File: src/rtl/core/pot_pkg.sv
// Shared types and constants for the port open table.
// Used by pot_ctrl, pot_dp and port_open_table; depends on nothing else.
package pot_pkg;

   // Width of a network port number.
   localparam int PORT_W = 16;

   // Default number of table slots.
   localparam int PORT_SLOTS_DEF = 16;

   // A list request reports at most this many open ports.
   localparam int LIST_LIMIT = 16;
   localparam int LIST_CNT_W = $clog2(LIST_LIMIT + 1);

   // Request codes.
   typedef enum logic [1:0] {
      OP_QUERY = 2'd0,
      OP_OPEN  = 2'd1,
      OP_CLOSE = 2'd2,
      OP_LIST  = 2'd3
   } op_type;

   // Result status codes.
   typedef enum logic [1:0] {
      STS_OK       = 2'd0,
      STS_FULL     = 2'd1,
      STS_NOT_OPEN = 2'd2
   } status_type;

   // One request beat.
   typedef struct packed {
      op_type              op;
      logic [PORT_W-1:0]   port;
   } req_type;

   // One result beat.
   typedef struct packed {
      status_type          status;
      logic                found;
      logic [PORT_W-1:0]   port_out;
      logic                last;
   } rsp_type;

   // Controller states.
   typedef enum logic [1:0] {
      FSM_IDLE  = 2'd0,
      FSM_SCAN  = 2'd1,
      FSM_REPLY = 2'd2
   } fsm_type;

   // Commands from the controller to the datapath.
   typedef struct packed {
      logic start;
      logic step;
      logic reply_load;
   } cmd_type;

   // Status from the datapath to the controller.
   typedef struct packed {
      logic done;
      logic stall;
      logic out_free;
   } stat_type;

endpackage

File: src/rtl/core/pot_ctrl.sv
// Sequencer for the port open table: accepts a request, runs the slot scan
// and hands the final result to the output register. Depends on pot_pkg.
module pot_ctrl (
   input  logic              clock,
   input  logic              reset,
   input  logic              req_valid,
   output logic              req_ready,
   output pot_pkg::cmd_type  cmd,
   input  pot_pkg::stat_type stat
);
   import pot_pkg::*;

   fsm_type state_ff;
   fsm_type state_in;

   // State register.
   always_ff @(posedge clock) begin
      if (reset) begin
         state_ff <= FSM_IDLE;
      end else begin
         state_ff <= state_in;
      end
   end

   // Next state.
   always_comb begin
      state_in = state_ff;
      unique case (state_ff)
         FSM_IDLE: begin
            if (req_valid) begin
               state_in = FSM_SCAN;
            end
         end
         FSM_SCAN: begin
            if (!stat.stall && stat.done) begin
               state_in = FSM_REPLY;
            end
         end
         FSM_REPLY: begin
            if (stat.out_free) begin
               state_in = FSM_IDLE;
            end
         end
         default: begin
            state_in = FSM_IDLE;
         end
      endcase
   end

   // Outputs.
   always_comb begin
      req_ready      = 1'b0;
      cmd.start      = 1'b0;
      cmd.step       = 1'b0;
      cmd.reply_load = 1'b0;
      unique case (state_ff)
         FSM_IDLE: begin
            req_ready = 1'b1;
            cmd.start = req_valid;
         end
         FSM_SCAN: begin
            cmd.step = !stat.stall;
         end
         FSM_REPLY: begin
            cmd.reply_load = stat.out_free;
         end
         default: begin
            req_ready = 1'b0;
         end
      endcase
   end

   // A taken request always enters the scan.
   assert property (@(posedge clock) disable iff (reset)
      cmd.start |=> state_ff == FSM_SCAN)
      else $error("start did not enter the scan");

   // The final result is loaded exactly once, then the sequencer is idle.
   assert property (@(posedge clock) disable iff (reset)
      cmd.reply_load |=> state_ff == FSM_IDLE && !cmd.reply_load)
      else $error("final result loaded twice");

   // Scan steps never happen outside a request.
   assert property (@(posedge clock) disable iff (reset)
      cmd.step |-> !req_ready && !cmd.start && !cmd.reply_load)
      else $error("commands overlap");

endmodule

File: src/rtl/core/pot_dp.sv
// Datapath of the port open table: slot memory, per-slot valid bits, the
// scan pipeline, list holding register and result register. Uses pot_pkg.
module pot_dp #(
   parameter int PORT_SLOTS = pot_pkg::PORT_SLOTS_DEF
) (
   input  logic              clock,
   input  logic              reset,
   input  pot_pkg::req_type  req_data,
   output pot_pkg::rsp_type  rsp_data,
   output logic              rsp_valid,
   input  logic              rsp_ready,
   input  pot_pkg::cmd_type  cmd,
   output pot_pkg::stat_type stat
);
   import pot_pkg::*;

   localparam int IDX_W = (PORT_SLOTS > 1) ? $clog2(PORT_SLOTS) : 1;
   localparam int CNT_W = $clog2(PORT_SLOTS + 1);

   // Slot contents; only meaningful where the valid bit is set.
   logic [PORT_W-1:0]     slot_mem [PORT_SLOTS];

   logic [PORT_SLOTS-1:0] valid_ff, valid_in;
   req_type               req_ff, req_in;
   logic [CNT_W-1:0]      issue_cnt_ff, issue_cnt_in;
   logic [IDX_W-1:0]      eval_idx_ff, eval_idx_in;
   logic                  eval_live_ff, eval_live_in;
   logic [PORT_W-1:0]     rd_data_ff;
   logic                  hit_ff, hit_in;
   logic [PORT_W-1:0]     hold_ff, hold_in;
   logic                  hold_full_ff, hold_full_in;
   logic [LIST_CNT_W-1:0] list_cnt_ff, list_cnt_in;
   rsp_type               rsp_ff, rsp_in;
   logic                  rsp_valid_ff, rsp_valid_in;

   logic             issue;
   logic [IDX_W-1:0] issue_idx;
   logic             ev;
   logic             match;
   logic             close_all;
   logic             hit_evt;
   logic             list_take;
   logic             list_emit;
   logic             limit_hit;
   logic             out_free;
   logic             mem_wr;
   rsp_type          reply;

   // Scan decisions for the slot in the evaluate stage.
   always_comb begin
      issue     = issue_cnt_ff < CNT_W'(PORT_SLOTS);
      issue_idx = issue_cnt_ff[IDX_W-1:0];
      ev        = valid_ff[eval_idx_ff];
      match     = ev && (rd_data_ff == req_ff.port);
      close_all = (req_ff.op == OP_CLOSE) && (req_ff.port == '0);
      hit_evt   = 1'b0;
      list_take = 1'b0;
      unique case (req_ff.op)
         OP_QUERY: hit_evt   = eval_live_ff && match;
         OP_OPEN:  hit_evt   = eval_live_ff && !ev;
         OP_CLOSE: hit_evt   = eval_live_ff && match && !close_all;
         OP_LIST:  list_take = eval_live_ff && ev;
         default:  hit_evt   = 1'b0;
      endcase
      list_emit = list_take && hold_full_ff;
      limit_hit = list_take && (list_cnt_ff == LIST_CNT_W'(LIST_LIMIT - 1));
      out_free  = !rsp_valid_ff || rsp_ready;
      mem_wr    = cmd.step && hit_evt && (req_ff.op == OP_OPEN) && (req_ff.port != '0);

      stat.done     = close_all || hit_evt || limit_hit || (!eval_live_ff && !issue);
      stat.stall    = list_emit && !out_free;
      stat.out_free = out_free;
   end

   // Final result of the request, built from what the scan left behind.
   always_comb begin
      reply.status   = STS_OK;
      reply.found    = 1'b0;
      reply.port_out = '0;
      reply.last     = 1'b1;
      unique case (req_ff.op)
         OP_QUERY: begin
            reply.found = hit_ff;
         end
         OP_OPEN: begin
            reply.status = hit_ff ? STS_OK : STS_FULL;
         end
         OP_CLOSE: begin
            reply.status = hit_ff ? STS_OK : STS_NOT_OPEN;
         end
         OP_LIST: begin
            reply.found    = hold_full_ff;
            reply.port_out = hold_full_ff ? hold_ff : '0;
         end
         default: begin
            reply.status = STS_OK;
         end
      endcase
   end

   // Next values of the scan and table state.
   always_comb begin
      valid_in     = valid_ff;
      req_in       = req_ff;
      issue_cnt_in = issue_cnt_ff;
      eval_idx_in  = eval_idx_ff;
      eval_live_in = eval_live_ff;
      hit_in       = hit_ff;
      hold_in      = hold_ff;
      hold_full_in = hold_full_ff;
      list_cnt_in  = list_cnt_ff;
      if (cmd.start) begin
         req_in       = req_data;
         issue_cnt_in = '0;
         eval_live_in = 1'b0;
         hit_in       = 1'b0;
         hold_full_in = 1'b0;
         list_cnt_in  = '0;
      end else if (cmd.step) begin
         eval_live_in = issue;
         if (issue) begin
            eval_idx_in  = issue_idx;
            issue_cnt_in = issue_cnt_ff + CNT_W'(1);
         end
         if (hit_evt || close_all) begin
            hit_in = 1'b1;
         end
         if (close_all) begin
            valid_in = '0;
         end else if (hit_evt && req_ff.op == OP_CLOSE) begin
            valid_in[eval_idx_ff] = 1'b0;
         end else if (mem_wr) begin
            valid_in[eval_idx_ff] = 1'b1;
         end
         if (list_take) begin
            hold_in      = rd_data_ff;
            hold_full_in = 1'b1;
            list_cnt_in  = list_cnt_ff + LIST_CNT_W'(1);
         end
      end
   end

   // Result register: list entries during the scan, final beat afterwards.
   always_comb begin
      rsp_in       = rsp_ff;
      rsp_valid_in = rsp_valid_ff && !rsp_ready;
      if (cmd.step && list_emit) begin
         rsp_in.status   = STS_OK;
         rsp_in.found    = 1'b1;
         rsp_in.port_out = hold_ff;
         rsp_in.last     = 1'b0;
         rsp_valid_in    = 1'b1;
      end else if (cmd.reply_load) begin
         rsp_in       = reply;
         rsp_valid_in = 1'b1;
      end
   end

   // Control registers.
   always_ff @(posedge clock) begin
      if (reset) begin
         valid_ff     <= '0;
         eval_live_ff <= 1'b0;
         rsp_valid_ff <= 1'b0;
         list_cnt_ff  <= '0;
      end else begin
         valid_ff     <= valid_in;
         eval_live_ff <= eval_live_in;
         rsp_valid_ff <= rsp_valid_in;
         list_cnt_ff  <= list_cnt_in;
      end
   end

   // Payload and scan registers.
   always_ff @(posedge clock) begin
      req_ff       <= req_in;
      issue_cnt_ff <= issue_cnt_in;
      eval_idx_ff  <= eval_idx_in;
      hit_ff       <= hit_in;
      hold_ff      <= hold_in;
      hold_full_ff <= hold_full_in;
      rsp_ff       <= rsp_in;
   end

   // Slot memory: one write and one registered read per cycle.
   always_ff @(posedge clock) begin
      if (mem_wr) begin
         slot_mem[eval_idx_ff] <= req_ff.port;
      end
      if (cmd.step && issue) begin
         rd_data_ff <= slot_mem[issue_idx];
      end
   end

   assign rsp_data  = rsp_ff;
   assign rsp_valid = rsp_valid_ff;

   // A result beat is never loaded over one that has not been taken.
   assert property (@(posedge clock) disable iff (reset)
      ((cmd.step && list_emit) || cmd.reply_load) |-> out_free)
      else $error("result register overwritten");

   // Closing port zero leaves every slot free.
   assert property (@(posedge clock) disable iff (reset)
      (cmd.step && close_all) |=> valid_ff == '0)
      else $error("close all left a slot open");

   // The list never holds more entries than the limit.
   assert property (@(posedge clock) disable iff (reset)
      list_cnt_ff <= LIST_CNT_W'(LIST_LIMIT))
      else $error("list count beyond limit");

   // An open of a real port marks its slot as taken.
   assert property (@(posedge clock) disable iff (reset)
      mem_wr |=> valid_ff[$past(eval_idx_ff)])
      else $error("opened slot not marked valid");

endmodule

File: src/rtl/core/port_open_table.sv
// Port open table: a table of PORT_SLOTS slots holding open network ports,
// each request answered by a scan that reads one slot per cycle (unless a
// list beat stalls it) from the slot memory with one write and one read port.
// A request is taken only when the previous one has finished scanning; its
// result beats sit in an output register, so the next request may be taken
// while the last beat still waits. Query, open and close give one beat; list
// gives one beat per open port (at most 16), in slot order, the final one
// marked last, or one empty beat. A hit or a close of port 0 ends the scan
// early. List beats that the consumer does not take stall the scan. All slots
// are free after reset at once, through per-slot valid bits; no clearing
// pass is needed.
module port_open_table #(
   parameter int PORT_SLOTS = pot_pkg::PORT_SLOTS_DEF
) (
   input  logic             clock,
   input  logic             reset,
   input  logic             req_valid,
   output logic             req_ready,
   input  pot_pkg::req_type req_data,
   output logic             rsp_valid,
   input  logic             rsp_ready,
   output pot_pkg::rsp_type rsp_data
);
   import pot_pkg::*;

   cmd_type  cmd;
   stat_type stat;

   // Sequencer.
   pot_ctrl u_ctrl (
      .clock     (clock),
      .reset     (reset),
      .req_valid (req_valid),
      .req_ready (req_ready),
      .cmd       (cmd),
      .stat      (stat)
   );

   // Table and scan datapath.
   pot_dp #(
      .PORT_SLOTS (PORT_SLOTS)
   ) u_dp (
      .clock     (clock),
      .reset     (reset),
      .req_data  (req_data),
      .rsp_data  (rsp_data),
      .rsp_valid (rsp_valid),
      .rsp_ready (rsp_ready),
      .cmd       (cmd),
      .stat      (stat)
   );

endmodule

File: config.mk
export PLATFORM = sky130hd
export DESIGN_NAME = port_open_table
export DESIGN_NICKNAME = d
export VERILOG_FILES = /design/src/rtl/core/pot_pkg.sv /design/src/rtl/core/pot_ctrl.sv /design/src/rtl/core/pot_dp.sv /design/src/rtl/core/port_open_table.sv
export SDC_FILE = /design/constraint.sdc
export NUM_CORES = 1
export LEC_CHECK = 0
export BUFFER_PORTS_ARGS = -buffer_cell sky130_fd_sc_hd__buf_2
export CAP_MARGIN = 30
export CORE_MARGIN = 2
export CORE_UTILIZATION = 28
export CTS_CLUSTER_SIZE = 25
export DETAILED_ROUTE_END_ITERATION = 16
export SKIP_LAST_GASP = 1
export SYNTH_ARGS = -nofsm -noshare
export SYNTH_HDL_FRONTEND = slang
export SYNTH_SLANG_ARGS = --single-unit
File: constraint.sdc
create_clock -name clock -period 9.4 [get_ports clock]
set_clock_uncertainty 0.05 [all_clocks]
set_input_delay 2.35 -clock clock [delete_from_list [all_inputs] [get_ports clock]]
set_output_delay 2.35 -clock clock [all_outputs]
set_load 0.05 [all_outputs]
Word level (Yosys, flattened, before mapping)
Memories as Yosys holds them, arrays and structs flattened. A register that Yosys moved wholly into a read port is not among the register bits.
Index checks and enable logic that the tools add are counted.
{ "totals": {"register_bits": 90, "word_cells": 110, "mem_bits_rw": 256, "memories": 1, "output_inout_bits": 22, "input_bits": 22} }
{ "memory_table": {"columns": ["name", "depth", "width", "rd", "rd_ports_with_merged_regs", "write_ports", "line_no", "text"], "rows": [
  ["u_dp.slot_mem", 16, 16, 1, 1, 1, "pot_dp.sv:21", "logic [PORT_W-1:0] slot_mem [PORT_SLOTS];"]
]} }
{ "classes": {"bitwise_logic": 4, "n_addsub": 2, "muxes": 29, "eq_ne": 10, "reduce_logical": 45, "magnitude_cmp": 3} }
{ "ops": {"columns": ["op", "n"], "rows": [
  ["16-bit 2-to-1 mux", 5],
  ["17-bit 2-to-1 mux", 2],
  ["1-bit logical AND", 19],
  ["16-bit AND", 1],
  ["16-bit equality test", 1],
  ["16-bit logical NOT", 1],
  ["16-bit NOT", 1],
  ["16-bit OR", 1],
  ["16-bit nonzero test", 1],
  ["1-bit 2-to-1 mux", 12],
  ["3-bit AND reduction", 4],
  ["5-bit by 1-bit adder with 5-bit output, second input constant", 2],
  ["1-bit logical NOT", 8],
  ["2-bit 2-to-1 mux", 4],
  ["2-bit equality test, second input constant", 3],
  ["2-bit one-hot mux with 3 select lines", 1],
  ["2-bit AND reduction", 3],
  ["5-bit by 4-bit equality test with 1-bit output, second input constant", 1],
  ["4-bit by 5-bit < comparator with 1-bit output, second input constant", 1],
  ["5-bit < comparator, second input constant", 1],
  ["1-bit binary-select mux with 4-bit select", 1],
  ["1-bit demux with 4-bit select", 1],
  ["2-bit by 1-bit equality test with 1-bit output, second input constant", 2],
  ["4-bit by 1-bit greater-or-equal comparator with 1-bit output, second input constant", 1],
  ["other kinds (11)", 16]
]} }

Longest topological paths before layout
{ "logic_depth": {"ltp_word": 14, "mapped_depth": 10, "ltp_nobuf": 8} }

By module
Synthesis repeated with hierarchy kept, for this count alone.
{ "unflattened": {"hier_cells": 777, "area_unflattened_um2": 14460.1} }
{ "by_module_without_submodules": {"columns": ["module", "instances", "seq_area_each_um2", "area_per_inst_um2", "cells_each"], "rows": [
  ["pot_dp", 1, 10470.0, 14351.3, 764],
  ["pot_ctrl", 1, 40.0, 108.9, 13]
]} }

Worst setup path before layout
Ideal clock, no wire load.
{ "synth_timing": {"path_kind": "input-to-reg", "from": "input rsp_ready", "to": "memory u_dp.slot_mem[13][0], enable pin", "path_buffers": 0, "path_stages": 5, "required_time_ps": 8941, "arrival_time_ps": 4421, "setup_time_ps": 409, "slack_ps": 4520, "cell_sequence": "and4b_1 -> o2111a_1 -> nor3_1 -> nand2_1 -> nor3_1"} }
{ "synth_between": {"elab_chain_len": 10} }
{ "synth_lines": {"columns": ["item", "line_no", "text"], "rows": [
  ["from (decl)", "port_open_table.sv:21", "input logic rsp_ready,"],
  ["1-bit logical OR", "pot_dp.sv:67", "out_free = !rsp_valid_ff || rsp_ready;"],
  ["1-bit logical NOT", "pot_dp.sv:71", "stat.stall = list_emit && !out_free;"],
  ["1-bit logical AND", "pot_dp.sv:71", null],
  ["1-bit logical NOT", "pot_ctrl.sv:62", "cmd.step = !stat.stall;"],
  ["1-bit 2-to-1 mux", "pot_ctrl.sv:56", "unique case (state_ff)"],
  ["1-bit logical AND (3 in a row)", "pot_dp.sv:68", "mem_wr = cmd.step && hit_evt && (req_ff.op == OP_OPEN) && (req_ff.port != '0);"],
  ["1-bit 2-to-1 mux", "pot_dp.sv:187", "if (mem_wr) begin"],
  ["1-bit 2-to-1 mux (implied by the code)", "pot_dp.sv:188", "slot_mem[eval_idx_ff] <= req_ff.port;"],
  ["to (decl)", "pot_dp.sv:21", null]
]} }
Every way passes these cells.

Worst setup path after layout
{ "layout_timing": {"from": "input rsp_ready", "to": "memory u_dp.slot_mem[1][15], enable pin"} }
Same word-level chain as after synthesis.

==> results.md <==
* Status: finished clean
* Final min period at 4.93 ns
* CTS H-tree depth at 2
* DR pass1 iterations at 5
* RR Startpoint: u_dp.eval_idx_ff[1]$_DFFE_PP_
* Top-area cell type share of the netlist area at 0.690
* All-Layer GR Usage at 0.122
* Placeable core area at 0.0501 mm²
* DR iter-0 viols at around 630
* Hold_sp: u_dp.rsp_data[0]$_SDFFE_PP0P_
* # diodes at 0
* Mapped Area at 0.0142 mm²
* I/O pin total at 44
* Fin area at approximately 0.016 mm²
* Top FF cell, synth: edfxtp_1
* Most common cell after layout, fill and taps aside: edfxtp_1
* Clk pwr share at 0.394
* Reg clk slew, reported paths at 0.06 ns
* Clock Sinks at 362
* # setup viols final at 0
* Worst EP arrival at 5.04 ns
* Yosys cell types at 52
* Switching power at between 0.0008 and 0.0009 W
* CTS root buf: clkbuf_16
* RSZ-0062 raised after global routing: false
* GPL Wtd Cong at roughly 0.80
* Largest net degree at the start of global routing at 43
* First-pass GRT wire length at around 48 mm
* Cts bufs inserted at 40
* Site Rows at 82
* Final Max Tran Viols at 0
* Power density over the cells at 222 mW/mm²
* Clk_lat worst skew at 0.54 ns
* IO Port Bufs at 43
* EDFF count, synth at approximately 330
* Max_cap viols at 0
* Worst min path class: register to register
* DP HPWL at 20.8 mm
* Max-slew headroom at 0.327
* Mapped Cells at 738
* Final WL at about 32 mm
* Postcts setup bufs at 0
* Total Die Area at 0.0525 mm²
* Routed length per placed instance at 21.4 µm
* Area Overhead vs Synth at 16.1%
* Fin nets at about 840
* Combinational group share of total power at 0.099
* Crit Path Class: primary input to register
* Pint at 0.00279 W
* Layout cells sized above 1 at 0.268
* Synth area leader: edfxtp_1
* CTS max path bufs at 3
* DIE WIDTH at ~230 µm
* Via density at 4.71
* Remaining global-route overflow at 0
* Worst Path Max Fanout at 16
* Switching fraction of total power at 0.236
* Setup TNS at 0 ns
* Startpoint class of the critical path: primary input
* Period utilisation layout at 0.525
* Most frequent cells in the layout: edfxtp_1 (326), mux4_2 (81), buf_2 (43)
* WHS at 0.420 ns
* Leak at 5.19 nW
* Vias in the first global route at 7233
* Register area share after synthesis at 0.741
* Vert. Die Dim at 229 µm
* DRT antenna net count at 0
* Synth Warn # at 0
* Worst EP required at 9.51 ns
* Worst setup startpoint: rsp_ready
* Placed cell area at about 0.015 mm²
* Sequential share of power at 0.507
* Drt drc at 0
* Slew @ Worst Pin at approximately 1.0 ns
* CTS tree: done
* Seq cells post-synth at ~360
* Crit. End Element: register
* Starting Density at 0.283
* Final Hold Vio Count at 0
* Via Count at between 7000 and 8000
* Number of gates resized after CTS at 0
* Fillers at 4827
* Hold Buf Count CTS at 0
* Fmax at 203 MHz
* Initial antenna violation count at 0
* Net Count, Synth at 768
* Synth async-reset ratio at 0
* Peak supply drop at around 0.00012 V
* Avg Cell Area, Syn at 19.2 µm²
* Main area contributors after synthesis: edfxtp_1 (69%), mux4_2 (13%), dfxtp_1 (5.1%)
## synthesized netlist by cell type (all sizes together), types with 3 or more instances
cell type  number
and3           17
edfxtp        326
nand4           4
nor4b           3
a211oi          4
o22ai           3
inv             9
nor3           12
nor4           12
clkbuf         16
buf            18
xor2           20
a221o          16
ha              8
mux2i           6
nand3           9
o21ai           3
nand2b          6
nor2b           7
nor2           46
nand2          20
a21oi          11
and2           19
mux4           81
dfxtp          36
## registers in the layout, indices dropped and copies added, names as in the netlist
signal             flops
u_dp.eval_idx_ff       4
u_dp.rsp_valid         1
u_dp.issue_cnt_ff      5
u_dp.slot_mem        256
u_dp.req_ff           18
u_dp.rsp_data         20
u_dp.rd_data_ff       16
u_ctrl.state_ff        2
u_dp.hit_ff            1
u_dp.hold_ff          16
u_dp.valid_ff         16
u_dp.list_cnt_ff       5
u_dp.hold_full_ff      1
u_dp.eval_live_ff      1
## power by group through the flow
stage / Clock [W] / Sequential, W / Combinational (W)
6_report: 0.00144 / 0.00185 / 0.000362
5_1_grt: 0.00153 / 0.00186 / 0.000384
4_1_cts: 0.00147 / 0.00185 / 0.000369
3_5_place_dp: 0 / 0.00189 / 0.000368
3_3_place_gp: 0 / 0.00189 / 0.000367
2_1_floorplan: 0 / 0.00186 / 0.000254
## layer usage
metal / track usage / up-vias / wire length [µm]
li1: - / 3130 / -
met1: 0.168 / 3673 / 14200
met2: 0.198 / 246 / 15200
met5: 0 / - / 0
met3: 0.0247 / 42 / 2050
met4: 0.0337 / 0 / 694
## cell families (layout without fill, tap and decap cells)
group | Yosys count | in the layout | synth area share
buf+inv | 43 | 138 | 0.0136
fa+ha+maj | 8 | 8 | 0.00706
flops | 362 | 362 | 0.741
mux | 88 | 88 | 0.134
xor+xnor | 22 | 22 | 0.0136
compound gates | 51 | 51 | 0.0295
simple gates | 164 | 164 | 0.0613
## stage by stage
step                cells  setup WS (ns)  power (W)  utilization
floorplan             738           4.52    0.00211            -
global placement     1435           4.03    0.00225        0.305
detailed placement   1435           3.92    0.00225        0.305
CTS                  1504           4.43    0.00369        0.329
global route         1505           4.23    0.00377        0.329
finish               1505           4.47    0.00365        0.329
## final timing paths
kind	end	slack, ns	depth (start not counted)
hold / removal	u_dp.rsp_data[0]$_SDFFE_PP0P_	0.42	1
hold reg to reg	u_dp.rsp_data[0]$_SDFFE_PP0P_	0.42	1
setup reg to reg	u_dp.slot_mem[1][15]$_DFFE_PP_	5.03	6
setup / recovery	u_dp.slot_mem[1][15]$_DFFE_PP_	4.47	7
## worst max-delay path, cell delays in order
cell     delay [ns]
buf_2          0.11
and4b_1        0.28
nand2_1        0.07
nor4_1         0.77
nor3_1         0.25
nand2_1        0.77
nor2_2         0.41
## cell type report
class	instances	area (µm²)	area share
well taps	672	841	0.0511
multi-input cells	333	3530	0.214
repair buffers	60	350	0.0213
clock buffers	43	1010	0.0615
flip-flops and latches	362	10500	0.639
clock inverters	26	185	0.0112
inverters	9	33.8	0.00205
Power figures use the tool's default switching activity.
